<file path="config.mk">
export PLATFORM = sky130hd
export DESIGN_NAME = fat_dir_entry_scanner_top
export DESIGN_NICKNAME = d
export VERILOG_FILES = /design/src/rtl/fdes_pkg.sv /design/src/rtl/fat_dir_entry_scanner_top.sv
export VERILOG_INCLUDE_DIRS = /design/src /design/src/rtl
export SDC_FILE = /design/constraint.sdc
export NUM_CORES = 1
export LEC_CHECK = 0
export ABC_CLOCK_PERIOD_IN_PS = 9000
export BUFFER_PORTS_ARGS = -buffer_cell sky130_fd_sc_hd__buf_2
export CORE_ASPECT_RATIO = 0.8
export CORE_MARGIN = 8
export CORE_UTILIZATION = 51
export CTS_CLUSTER_SIZE = 28
export DETAILED_ROUTE_END_ITERATION = 7
export PLACE_DENSITY = 0.77
export SETUP_SLACK_MARGIN = 0.2
export SYNTH_ARGS = -nofsm -noshare
export SYNTH_HDL_FRONTEND = slang
export SYNTH_SLANG_ARGS = --single-unit
</file>
<file path="constraint.sdc">
create_clock -name clk -period 9 [get_ports clk]
set_clock_uncertainty 0.2 [all_clocks]
set_input_delay 2.7 -clock clk [delete_from_list [all_inputs] [get_ports clk]]
set_output_delay 2.7 -clock clk [all_outputs]
set_load 0.1 [all_outputs]
</file>
<file path="src/rtl/fat_dir_entry_scanner_top_assert.svh">
// Assertion macros for the FAT directory entry scanner.
`ifndef FAT_DIR_ENTRY_SCANNER_TOP_ASSERT_SVH
`define FAT_DIR_ENTRY_SCANNER_TOP_ASSERT_SVH

// Same-cycle implication, sampled on clk and held off during rst.
`define FDES_ASSERT_NOW(lbl, ante, cons) \
  lbl: assert property (@(posedge clk) disable iff (rst) (ante) |-> (cons)) \
    else $error("fdes assertion failed");

// Next-cycle implication, sampled on clk and held off during rst.
`define FDES_ASSERT_NEXT(lbl, ante, cons) \
  lbl: assert property (@(posedge clk) disable iff (rst) (ante) |=> (cons)) \
    else $error("fdes assertion failed");

`endif

</file>
<file path="src/rtl/fdes_pkg.sv">
// Package with constants, codes and helpers for the FAT directory entry scanner.
package fdes_pkg;

  localparam int ENTRY_BYTES = 32;
  localparam int POS_W       = $clog2(ENTRY_BYTES);
  localparam int NAME_BYTES  = 11;

  localparam logic [POS_W-1:0] POS_FIRST = '0;
  localparam logic [POS_W-1:0] POS_ATTR  = POS_W'(11);
  localparam logic [POS_W-1:0] POS_CLH0  = POS_W'(20);
  localparam logic [POS_W-1:0] POS_CLH1  = POS_W'(21);
  localparam logic [POS_W-1:0] POS_CLL0  = POS_W'(26);
  localparam logic [POS_W-1:0] POS_CLL1  = POS_W'(27);
  localparam logic [POS_W-1:0] POS_SZ0   = POS_W'(28);
  localparam logic [POS_W-1:0] POS_SZ1   = POS_W'(29);
  localparam logic [POS_W-1:0] POS_SZ2   = POS_W'(30);
  localparam logic [POS_W-1:0] POS_LAST  = POS_W'(ENTRY_BYTES - 1);

  localparam logic [7:0] LEAD_END     = 8'h00;
  localparam logic [7:0] LEAD_DELETED = 8'hE5;
  localparam logic [7:0] ATTR_LFN     = 8'h0F;
  localparam logic [7:0] ATTR_VOLUME  = 8'h08;
  localparam logic [7:0] ATTR_DIR     = 8'h10;

  localparam logic [1:0] KIND_FILE = 2'd0;
  localparam logic [1:0] KIND_DIR  = 2'd1;
  localparam logic [1:0] KIND_END  = 2'd2;

  localparam logic [1:0] CFG_SEARCH_MODE = 2'd0;
  localparam logic [1:0] CFG_WANTED_BASE = 2'd1;
  localparam logic [1:0] CFG_WANTED_EXT  = 2'd2;

  localparam logic [63:0] WANTED_BASE_RST = 64'h2020_2020_2020_2020;
  localparam logic [23:0] WANTED_EXT_RST  = 24'h20_2020;

  function automatic logic [7:0] fold_upper(input logic [7:0] b);
    if (b >= 8'h61 && b <= 8'h7A) begin
      return b - 8'h20;
    end
    return b;
  endfunction

endpackage

</file>
<file path="src/rtl/fat_dir_entry_scanner_top.sv">
// FAT32 directory entry scanner: groups directory bytes into 32-byte entries and reports them.
//
// The slave stream takes one directory byte per item in s_axis_tdata, with
// s_axis_tuser high on the byte that starts a new scan. Every 32 bytes form
// one entry. An entry whose lead byte is zero reports end of directory at
// once and stops the scan. Deleted, long-name and volume-label entries give
// no item. Other entries give one item on their last byte with the kind in
// m_axis_tuser and the first cluster, size and name match flag in tdata.
// In search mode only the first entry whose folded 8.3 name matches is
// reported, and the scan then stops until the next scan start.
// The item is registered directly from the accepted byte.
// One byte is accepted every cycle; the result register refills in the
// same cycle that its item is taken, so the input stalls only while an
// item waits and m_axis_tready is low.
// The cfg channel is always ready and writes search_mode, wanted_base and
// wanted_ext by index; other indexes are ignored.
// Reset clears the scan state, empties the result register and loads the
// registers with normal mode and an all-space name.
module fat_dir_entry_scanner_top
  import fdes_pkg::*;
(
  input  logic        clk,
  input  logic        rst,
  input  logic        s_axis_tvalid,
  output logic        s_axis_tready,
  input  logic [7:0]  s_axis_tdata,   // data_byte[7:0]
  input  logic        s_axis_tuser,   // scan_start[0]
  output logic        m_axis_tvalid,
  input  logic        m_axis_tready,
  output logic [71:0] m_axis_tdata,   // first_cluster[31:0], file_size[63:32],
                                      // name_match[64], zero[71:65]
  output logic [1:0]  m_axis_tuser,   // entry_kind[1:0]
  input  logic        cfg_valid,
  output logic        cfg_ready,
  input  logic [1:0]  cfg_index,
  input  logic [63:0] cfg_data
);

  logic             search_mode;
  logic [63:0]      wanted_base;
  logic [23:0]      wanted_ext;

  logic [POS_W-1:0] pos;
  logic [7:0]       lead;
  logic [7:0]       attr;
  logic             name_eq;
  logic [15:0]      clus_hi;
  logic [15:0]      clus_lo;
  logic [23:0]      size_lo;
  logic             finished;

  logic [POS_W-1:0] pos_next;
  logic [7:0]       lead_next;
  logic [7:0]       attr_next;
  logic             name_eq_next;
  logic [15:0]      clus_hi_next;
  logic [15:0]      clus_lo_next;
  logic [23:0]      size_lo_next;
  logic             finished_next;

  logic [POS_W-1:0] st_pos;
  logic [7:0]       st_lead;
  logic [7:0]       st_attr;
  logic             st_name_eq;
  logic [15:0]      st_clus_hi;
  logic [15:0]      st_clus_lo;
  logic [23:0]      st_size_lo;
  logic             st_finished;

  logic             in_accept;
  logic             emit;
  logic [1:0]       res_kind;
  logic [31:0]      res_cluster;
  logic [31:0]      res_size;
  logic             res_match;
  logic             name_cur;
  logic             skip;
  logic [127:0]     wanted_vec;
  logic [7:0]       wanted_byte;

  assign cfg_ready     = 1'b1;
  assign s_axis_tready = !m_axis_tvalid || m_axis_tready;
  assign in_accept     = s_axis_tvalid && s_axis_tready;

  assign wanted_vec  = {40'd0, wanted_ext, wanted_base};
  assign wanted_byte = wanted_vec[{st_pos[3:0], 3'b000} +: 8];

  always_ff @(posedge clk) begin
    if (rst) begin
      search_mode <= 1'b0;
      wanted_base <= WANTED_BASE_RST;
      wanted_ext  <= WANTED_EXT_RST;
    end else if (cfg_valid && cfg_ready) begin
      unique case (cfg_index)
        CFG_SEARCH_MODE: search_mode <= cfg_data[0];
        CFG_WANTED_BASE: wanted_base <= cfg_data;
        CFG_WANTED_EXT:  wanted_ext  <= cfg_data[23:0];
        default: ;
      endcase
    end
  end

  always_comb begin
    if (s_axis_tuser) begin
      st_pos      = '0;
      st_lead     = '0;
      st_attr     = '0;
      st_name_eq  = 1'b1;
      st_clus_hi  = '0;
      st_clus_lo  = '0;
      st_size_lo  = '0;
      st_finished = 1'b0;
    end else begin
      st_pos      = pos;
      st_lead     = lead;
      st_attr     = attr;
      st_name_eq  = name_eq;
      st_clus_hi  = clus_hi;
      st_clus_lo  = clus_lo;
      st_size_lo  = size_lo;
      st_finished = finished;
    end

    pos_next      = st_pos;
    lead_next     = st_lead;
    attr_next     = st_attr;
    name_eq_next  = st_name_eq;
    clus_hi_next  = st_clus_hi;
    clus_lo_next  = st_clus_lo;
    size_lo_next  = st_size_lo;
    finished_next = st_finished;

    emit        = 1'b0;
    res_kind    = KIND_FILE;
    res_cluster = '0;
    res_size    = '0;
    res_match   = 1'b0;

    name_cur = (st_pos == POS_FIRST) ? 1'b1 : st_name_eq;
    if (st_pos < POS_W'(NAME_BYTES) &&
        fold_upper(s_axis_tdata) != fold_upper(wanted_byte)) begin
      name_cur = 1'b0;
    end
    skip = st_lead == LEAD_DELETED || st_attr == ATTR_LFN ||
           (st_attr & ATTR_VOLUME) != 8'h00;

    if (!st_finished) begin
      pos_next = st_pos + POS_W'(1);
      if (st_pos == POS_FIRST) begin
        lead_next = s_axis_tdata;
      end
      if (st_pos == POS_FIRST && s_axis_tdata == LEAD_END) begin
        name_eq_next  = 1'b1;
        finished_next = 1'b1;
        emit          = 1'b1;
        res_kind      = KIND_END;
      end else begin
        name_eq_next = name_cur;
        case (st_pos)
          POS_ATTR: attr_next = s_axis_tdata;
          POS_CLH0: clus_hi_next[7:0]  = s_axis_tdata;
          POS_CLH1: clus_hi_next[15:8] = s_axis_tdata;
          POS_CLL0: clus_lo_next[7:0]  = s_axis_tdata;
          POS_CLL1: clus_lo_next[15:8] = s_axis_tdata;
          POS_SZ0:  size_lo_next = {16'd0, s_axis_tdata};
          POS_SZ1:  size_lo_next[15:8]  = s_axis_tdata;
          POS_SZ2:  size_lo_next[23:16] = s_axis_tdata;
          default: ;
        endcase
        if (st_pos == POS_LAST && !skip && !(search_mode && !name_cur)) begin
          emit        = 1'b1;
          res_kind    = ((st_attr & ATTR_DIR) != 8'h00) ? KIND_DIR : KIND_FILE;
          res_cluster = {st_clus_hi, st_clus_lo};
          res_size    = {s_axis_tdata, st_size_lo};
          res_match   = name_cur;
          if (search_mode) begin
            finished_next = 1'b1;
          end
        end
      end
    end
  end

  always_ff @(posedge clk) begin
    if (rst) begin
      pos      <= '0;
      lead     <= '0;
      attr     <= '0;
      name_eq  <= 1'b1;
      clus_hi  <= '0;
      clus_lo  <= '0;
      size_lo  <= '0;
      finished <= 1'b0;
    end else if (in_accept) begin
      pos      <= pos_next;
      lead     <= lead_next;
      attr     <= attr_next;
      name_eq  <= name_eq_next;
      clus_hi  <= clus_hi_next;
      clus_lo  <= clus_lo_next;
      size_lo  <= size_lo_next;
      finished <= finished_next;
    end
  end

  always_ff @(posedge clk) begin
    if (rst) begin
      m_axis_tvalid <= 1'b0;
    end else if (in_accept) begin
      m_axis_tvalid <= emit;
    end else if (m_axis_tready) begin
      m_axis_tvalid <= 1'b0;
    end
  end

  always_ff @(posedge clk) begin
    if (in_accept && emit) begin
      m_axis_tuser <= res_kind;
      m_axis_tdata <= {7'd0, res_match, res_size, res_cluster};
    end
  end

`include "fat_dir_entry_scanner_top_assert.svh"

  `FDES_ASSERT_NOW(a_ready_when_empty, !m_axis_tvalid, s_axis_tready)
  `FDES_ASSERT_NOW(a_end_has_no_payload, m_axis_tvalid && m_axis_tuser == KIND_END,
                   m_axis_tdata == 72'd0)
  `FDES_ASSERT_NEXT(a_end_stops_scan, in_accept && emit && res_kind == KIND_END,
                    finished && m_axis_tvalid)
  `FDES_ASSERT_NEXT(a_pos_advances, in_accept && !st_finished,
                    pos == $past(st_pos) + POS_W'(1))

endmodule
</file>
==> results of run 1 <==
## per-layer routing
metal	share of wire [%]	track usage, %	up-vias
li1	-	-	4069
met1	47	31.6	3946
met2	42	31.8	358
met3	8.8	3.88	39
met4	1.8	4.76	0
met5	0	0	-
## through the flow
step,hold slack [ns],util (%),std cells
3_3_place_gp,0.239,56.3,1452
6_report,0.254,60.2,1492
5_1_grt,0.267,60.2,1492
4_1_cts,0.253,60.2,1492
2_1_floorplan,0.230,-,1127
3_5_place_dp,0.245,56.3,1452
## area by class of cell
| cell class | instances | area, sq um | area share [%] |
|---|---|---|---|
| Inverter | 14 | 52.6 | 0.457 |
| Sequential cell | 230 | 5280 | 45.9 |
| Multi-Input combinational cell | 792 | 4280 | 37.2 |
| Timing Repair Buffer | 158 | 818 | 7.12 |
| Clock inverter | 12 | 106 | 0.926 |
| Clock buffer | 28 | 636 | 5.53 |
| Tap cell | 258 | 323 | 2.81 |
## Yosys cell counts, types with 4 or more instances
master	number	area, sq um
a211oi_1	10	75.1
a21oi_1	91	455
a22oi_1	59	443
a31oi_1	4	25.0
and3_1	4	25.0
buf_2	11	55.1
buf_4	13	97.6
clkbuf_1	61	229
dfxtp_1	163	3260
edfxtp_1	67	2010
ha_1	6	75.1
inv_1	13	48.8
mux2i_1	20	200
mux4_2	7	158
nand2_1	212	796
nand2b_1	5	31.3
nand3_1	65	325
nand3b_1	15	113
nor2_1	169	634
nor3_1	17	85.1
o21ai_0	11	55.1
o21ai_1	11	55.1
o31ai_1	6	45.0
or2_2	6	37.5
xor2_1	5	43.8
## state kept, by name, summed over array words and instances (netlist names)
signal,cells
m_axis_tdata,65
wanted_base,64
size_lo,24
wanted_ext,24
clus_hi,16
clus_lo,16
lead,8
pos,5
attr,2
m_axis_tuser,2
finished,1
m_axis_tvalid,1
name_eq,1
search_mode,1
## power breakdown
group | total (W) | leakage, nW | switching, W | internal [W]
Sequential | 0.00109 | 1.78 | 0.0000125 | 0.00108
Combinational | 0.000190 | 1.91 | 0.000130 | 0.0000602
Clock | 0.000933 | 0.361 | 0.000378 | 0.000555
## critical path, stage by stage
cell and delay, ns:
buf_2 0.67, nand2b_1 0.25, inv_1 0.14, mux2i_1 0.17, a211oi_1 0.41, nor2_1 0.12
and3_1 0.20, a311oi_2 0.41, mux2i_1 0.38, a311oi_4 0.14, buf_4 0.35, o22ai_4 0.21
buf_4 0.48
## cell families (layout without fill, tap and decap cells)
group                      Yosys count  after routing  synth area share, %
buffers and inverters              105            212                 4.81
and+or+nand+nor                    517            517                 22.3
DFF                                230            230                 52.9
muxes                               27             27                 3.59
xor gates and xnor gates             8              8                0.854
AOI/OAI and AO/OA                  226            226                 14.7
adders and majority gates            6              6                0.753
other                                2              8               0.0753
## path summary, 6_finish.rpt
path | startpoint | endpoint | cells after the start | slack [ns]
setup / recovery | s_axis_tuser | m_axis_tdata[25]$_SDFFCE_PP0P_ | 13 | 2.25
hold / removal | wanted_base[56]$_SDFFE_PP0P_ | wanted_base[56]$_SDFFE_PP0P_ | 2 | 0.25
setup reg to reg | pos[1]$_SDFFE_PP0P_ | m_axis_tdata[25]$_SDFFCE_PP0P_ | 12 | 4.38
hold reg to reg | wanted_base[56]$_SDFFE_PP0P_ | wanted_base[56]$_SDFFE_PP0P_ | 2 | 0.25
==> results by group, run 1 <==
Run status
  • Status: completed

Route
  • Post-Route WL: 26700 microns
  • DR iter-0 viols: around 970
  • Remaining antenna violation count: 0
  • DRC Markers: 0
  • Pre-antenna DRT Iters: 6
  • Wirelength per Cell: 17.9 microns
  • Vias: 8412
  • Vias per cell: 5.64

Worst setup path
  • Maximum fanout along the worst path: 67
  • Crit path DAT: 6.69 ns
  • WS Path Type: input port to flop
  • CP Capture Type: flop
  • CP startpoint kind: input port
  • CP required: 8.94 ns

Global route
  • Largest net degree at the start of global routing: 99
  • First-pass GRT wire length: 42300 microns
  • Number of global-route vias before repair: 7949
  • Grt ovf: 0
  • Initial antenna violation count: 0
  • Total Routing Usage GR: about a fifth

Power and ir drop
  • Leakage power: 4.05 nW
  • Maximum VDD drop: between 0.09 and 0.1 mV
  • Final Power: about 0.0022 W
  • PwrDens: 193 nW/um^2

Placement
  • GP Congestion: around 0.90
  • DP HPWL: 17800 microns
  • Setup WS pre-CTS: 1.79 ns
  • I/O Buffers: 148
  • Post-DP Area: 10700 sq um

Timing
  • Final setup margin: 2.25 ns
  • Tmin final: 6.75 ns
  • Final Slew Violations: 0
  • Actual slew at the worst max-slew pin: 1.18 ns
  • TNS Setup: 0 ns
  • Final Hold Viols: 0
  • F_max: 0.148 GHz
  • Final setup fails: 0
  • Max transition margin: 21.0%
  • Final period utilization: 75.0%
  • RSZ-0062 raised after global routing: false

Finish
  • Nets@finish: 1304
  • Area delta synth->final: 15.3%
  • Fraction of layout cells with a size suffix above 1: 17.6%
  • Most frequent cells in the layout: nand2_1 (212), nor2_1 (167), dfxtp_1 (163)
  • Antenna fix cells: 0
  • Leading cell type in the layout, fill and taps excluded: nand2_1
  • Layout fillers: 1673
  • Fin area: 11500 sq um

Floorplanning
  • Placeable Area: between 15000 and 20000 sq um
  • Die Area: 24300 sq um
  • IO Pins: 157
  • Die Ht: 141 microns
  • Die W: 172 microns
  • Initial Util: 52.2%
  • Row cnt: between 40 and 50

Synthesis
  • Seq/Total Area, Yosys: 52.9%
  • Cells after synthesis: between 1000 and 1500
  • Mapped Area: 9970 sq um
  • Register bit total from synthesis: 230
  • Primary FF master, synth: dfxtp_1
  • Yosys warnings: 0
  • Syn avg cell area: 8.89 sq um
  • Netlist cell types: 70
  • Post-synth EDFFs: 67
  • Asr flop ratio synth: 0%

Clocking
  • Hold Buf Count CTS: 0
  • CTS root buf: clkbuf_16
  • Resize count post-CTS: 0
  • Clock sink count: between 200 and 250
  • Clock buffer depth: 3
  • Clock tree from TritonCTS: done
  • Clk slew on worst S/H paths: 0.06 ns
  • CTS Buf Count: 22
  • H-tree depth: 1
  • Post-CTS Setup Bufs: 0
  • Worst skew pair latency: 0.50 ns

Hold path
  • Worst Hold Class: flop to flop

Flow run
  • Max_cap viols: 0
(Power assumes the default switching activity.)
==> run 2, diff against run 1 <==
Settings changed: ABC_CLOCK_PERIOD_IN_PS 9000 to 5710.
Clock period 9 ns to 5.71 ns, I/O delays scaled along.
==> run 2 against run 1 <==
Against the previous run: via count rose by 1.7%; hold slack got worse by 0.0023 ns; final area up 1.0%; total power grew 59%; critical endpoint is now m_axis_tdata[26]$_SDFFCE_PP0P_.
==> results by group, run 2 (same netlist as run 1, synthesis figures left out) <==
Timing
  • Actual slew at the worst max-slew pin: 1.17 ns (was 1.18 ns)
  • TNS Setup: 0 ns (unchanged)
  • Tmin final: between 4 and 5 ns
  • Max transition margin: 21.1% (was 21.0%)
  • RSZ-0062 raised after global routing: false (unchanged)
  • Final setup fails: 0 (unchanged)
  • Hold_ws: 0.252 ns (was 0.254 ns)
  • Final Slew Violations: 0 (unchanged)
  • Final Hold Viols: 0 (unchanged)
  • Final setup margin: 0.796 ns (was 2.25 ns)
  • Final period utilization: 86.1%
  • F_max: 0.203 GHz

Worst setup path
  • Slowest cell on crit path: or4_1 (was buf_2)
  • R2r worst-path depth: 11 (was 12)
  • CP Launch Point: s_axis_tuser (unchanged)
  • FF-to-FF Start: pos[1]$_SDFFE_PP0P_ (unchanged)
  • R2R setup slack: 1.11 ns (was 4.38 ns)
  • Crit path cell chain: buf_2, nor3b_1, a211oi_1, a21oi_1, o21ai_1, nor2_1, or4_1, a211oi_2, a311oi_4, o22ai_4, buf_12 (was buf_2, nand2b_1, inv_1, mux2i_1, a211oi_1, nor2_1, and3_1, a311oi_2, mux2i_1, a311oi_4, buf_4, o22ai_4, buf_4)
  • CP startpoint kind: input port (unchanged)
  • Top Family by Delay on Critical Path: compound AO/OA/AOI/OAI gates (was buffers and inverters)
  • WS Path Type: input port to flop (unchanged)
  • CP Capture Type: flop (unchanged)
  • Worst path buffer plus inverter count: 2 (was 4)
  • Crit path DAT: 4.87 ns (was 6.69 ns)
  • RR Endpoint: m_axis_tdata[26]$_SDFFCE_PP0P_ (was m_axis_tdata[25]$_SDFFCE_PP0P_)
  • Maximum fanout along the worst path: 67 (unchanged)
  • CP required: 5.67 ns (was 8.94 ns)
  • CP max stage delay: 0.56 ns (was 0.67 ns)

Power and ir drop
  • Final Power: 0.00353 W (was 0.00221 W)
  • Int Pwr: 0.00268 W (was 0.00169 W)
  • Sw Ratio: 24.1% (was 23.5%)
  • Maximum VDD drop: 0.136 mV (was 0.0991 mV)
  • PwrDens: 304 nW/um^2 (was 193 nW/um^2)
  • Comb pwr share: 8.6% (about the same)
  • Leakage power: 4.10 nW (was 4.05 nW)
  • NetSw: 0.000850 W (was 0.000520 W)
  • Reg power frac: 49.0% (was 49.3%)
  • Clock network power share: 42.5% (was 42.2%)

Finish
  • Nets@finish: 1314 (was 1304)
  • Layout fillers: 1651 (was 1673)
  • Antenna fix cells: 0 (unchanged)
  • Most frequent cells in the layout: nand2_1 (212), nor2_1 (167), dfxtp_1 (163) (unchanged)
  • Top Registers: m_axis_tdata: 65 flops, wanted_base: 64 flops (unchanged)
  • Max reg flops: 65 (unchanged)
  • Largest Register: m_axis_tdata (unchanged)
  • Fraction of layout cells with a size suffix above 1: 18.2% (was 17.6%)
  • Area delta synth->final: 16.4% (was 15.3%)
  • Leading cell type in the layout, fill and taps excluded: nand2_1 (unchanged)

Placement
  • GP Congestion: 0.926 (was 0.900)
  • DP HPWL: 18400 microns (was 17800 microns)
  • Setup WS pre-CTS: 0.377 ns (was 1.79 ns)
  • I/O Buffers: 148 (unchanged)

Clocking
  • Resize count post-CTS: 0 (unchanged)
  • Post-CTS Setup Bufs: 0 (unchanged)
  • CTS root buf: clkbuf_16 (unchanged)
  • Clock buffer depth: 3 (unchanged)
  • Hold Buf Count CTS: 0 (unchanged)
  • CTS Buf Count: 23 (was 22)
  • Clock tree from TritonCTS: done (unchanged)
  • H-tree depth: 1 (unchanged)
  • Clock sink count: 230 (unchanged)
  • Clk slew on worst S/H paths: 0.06 ns (about the same)
  • Worst skew pair latency: 0.51 ns (was 0.50 ns)

Hold path
  • Hold depth: 2 (unchanged)
  • Min-delay src: wanted_base[58]$_SDFFE_PP0P_ (was wanted_base[56]$_SDFFE_PP0P_)
  • Worst Hold Class: flop to flop (unchanged)
  • Hold Path End: wanted_base[58]$_SDFFE_PP0P_ (was wanted_base[56]$_SDFFE_PP0P_)

Floorplanning
  • IO Pins: 157 (unchanged)
  • Row cnt: 45 (unchanged)
  • Die W: 172 microns (unchanged)
  • Initial Util: 52.2% (unchanged)
  • Die Area: 24300 sq um (unchanged)
  • Placeable Area: 19100 sq um (unchanged)
  • Die Ht: 141 microns (unchanged)

Global route
  • Total Routing Usage GR: 21.7% (was 21.4%)
  • Grt ovf: 0 (unchanged)
  • Initial antenna violation count: 0 (unchanged)
  • First-pass GRT wire length: 42800 microns (was 42300 microns)
  • Largest net degree at the start of global routing: 85 (was 99)
  • Number of global-route vias before repair: 8060 (was 7949)

Run status
  • Status: completed (unchanged)

Route
  • Vias per cell: 5.69 (was 5.64)
  • Wirelength per Cell: 18.1 microns (was 17.9 microns)
  • Vias: 8553 (was 8412)
  • Post-Route WL: 27200 microns (was 26700 microns)
  • DRC Markers: 0 (unchanged)
  • DR iter-0 viols: 1027 (was 965)
  • Remaining antenna violation count: 0 (unchanged)
  • Pre-antenna DRT Iters: 6 (unchanged)

Flow run
  • Max_cap viols: 0 (unchanged)
-- run 2: cell count changes in the layout (fill, tap and decap cells not counted), sizes merged --
cell	change
inv	+1
bufinv	+1
clkinvlp	-1
buf	+9
-- run 2: worst max-delay path by stage --
stage / to / slack (ns) / cells past startpoint
floorplan: m_axis_tdata[0]$_SDFFCE_PP0P_ / 0.21 / 11
global placement: m_axis_tdata[15]$_SDFFCE_PP0P_ / 0.48 / 11
detailed placement: m_axis_tdata[18]$_SDFFCE_PP0P_ / 0.38 / 11
CTS: m_axis_tdata[17]$_SDFFCE_PP0P_ / 0.90 / 11
global route: m_axis_tdata[22]$_SDFFCE_PP0P_ / 0.54 / 11
finish: m_axis_tdata[26]$_SDFFCE_PP0P_ / 0.80 / 11
-- run 2: per-layer routing --
metal | vias to the layer above | share of wire [%] | global-route usage, %
met5 | - | 0 | 0
met4 | 0 | 1.6 | 4.89
met3 | 37 | 9.7 | 3.60
met2 | 362 | 43 | 32.4
met1 | 4063 | 45 | 32.1
li1 | 4091 | - | -
-- run 2: cell type report --
cell class	instances	area [sq um]	share of cell area, %
clock buffers	28	594	5.12
clock inverters	13	143	1.23
inverters	14	52.6	0.453
multi-input cells	792	4310	37.1
flip-flops and latches	230	5280	45.5
well taps	258	323	2.78
repair buffers	167	911	7.85
-- run 2: power groups by stage --
stage	Combinational (W)	Sequential [W]	Clock (W)
5_1_grt	0.000329	0.00173	0.00157
4_1_cts	0.000299	0.00173	0.00152
6_report	0.000302	0.00173	0.00150
3_3_place_gp	0.000293	0.00176	0
2_1_floorplan	0.000219	0.00175	0
3_5_place_dp	0.000298	0.00176	0
-- run 2: worst min-delay path, delay by kind of cell, from the launching register on --
family / cells / cell delay [ns]
DFF: 1 / 0.30
and+or+nand+nor: 1 / 0.05
AOI/OAI and AO/OA: 1 / 0.05
-- run 2: through the flow --
stage,utilization [%],std cells,instance area (sq um)
finish,60.8,1502,11600
global route,60.8,1502,11600
CTS,60.8,1502,11600
detailed placement,56.9,1461,10900
global placement,56.9,1461,10900
floorplan,-,1127,10000
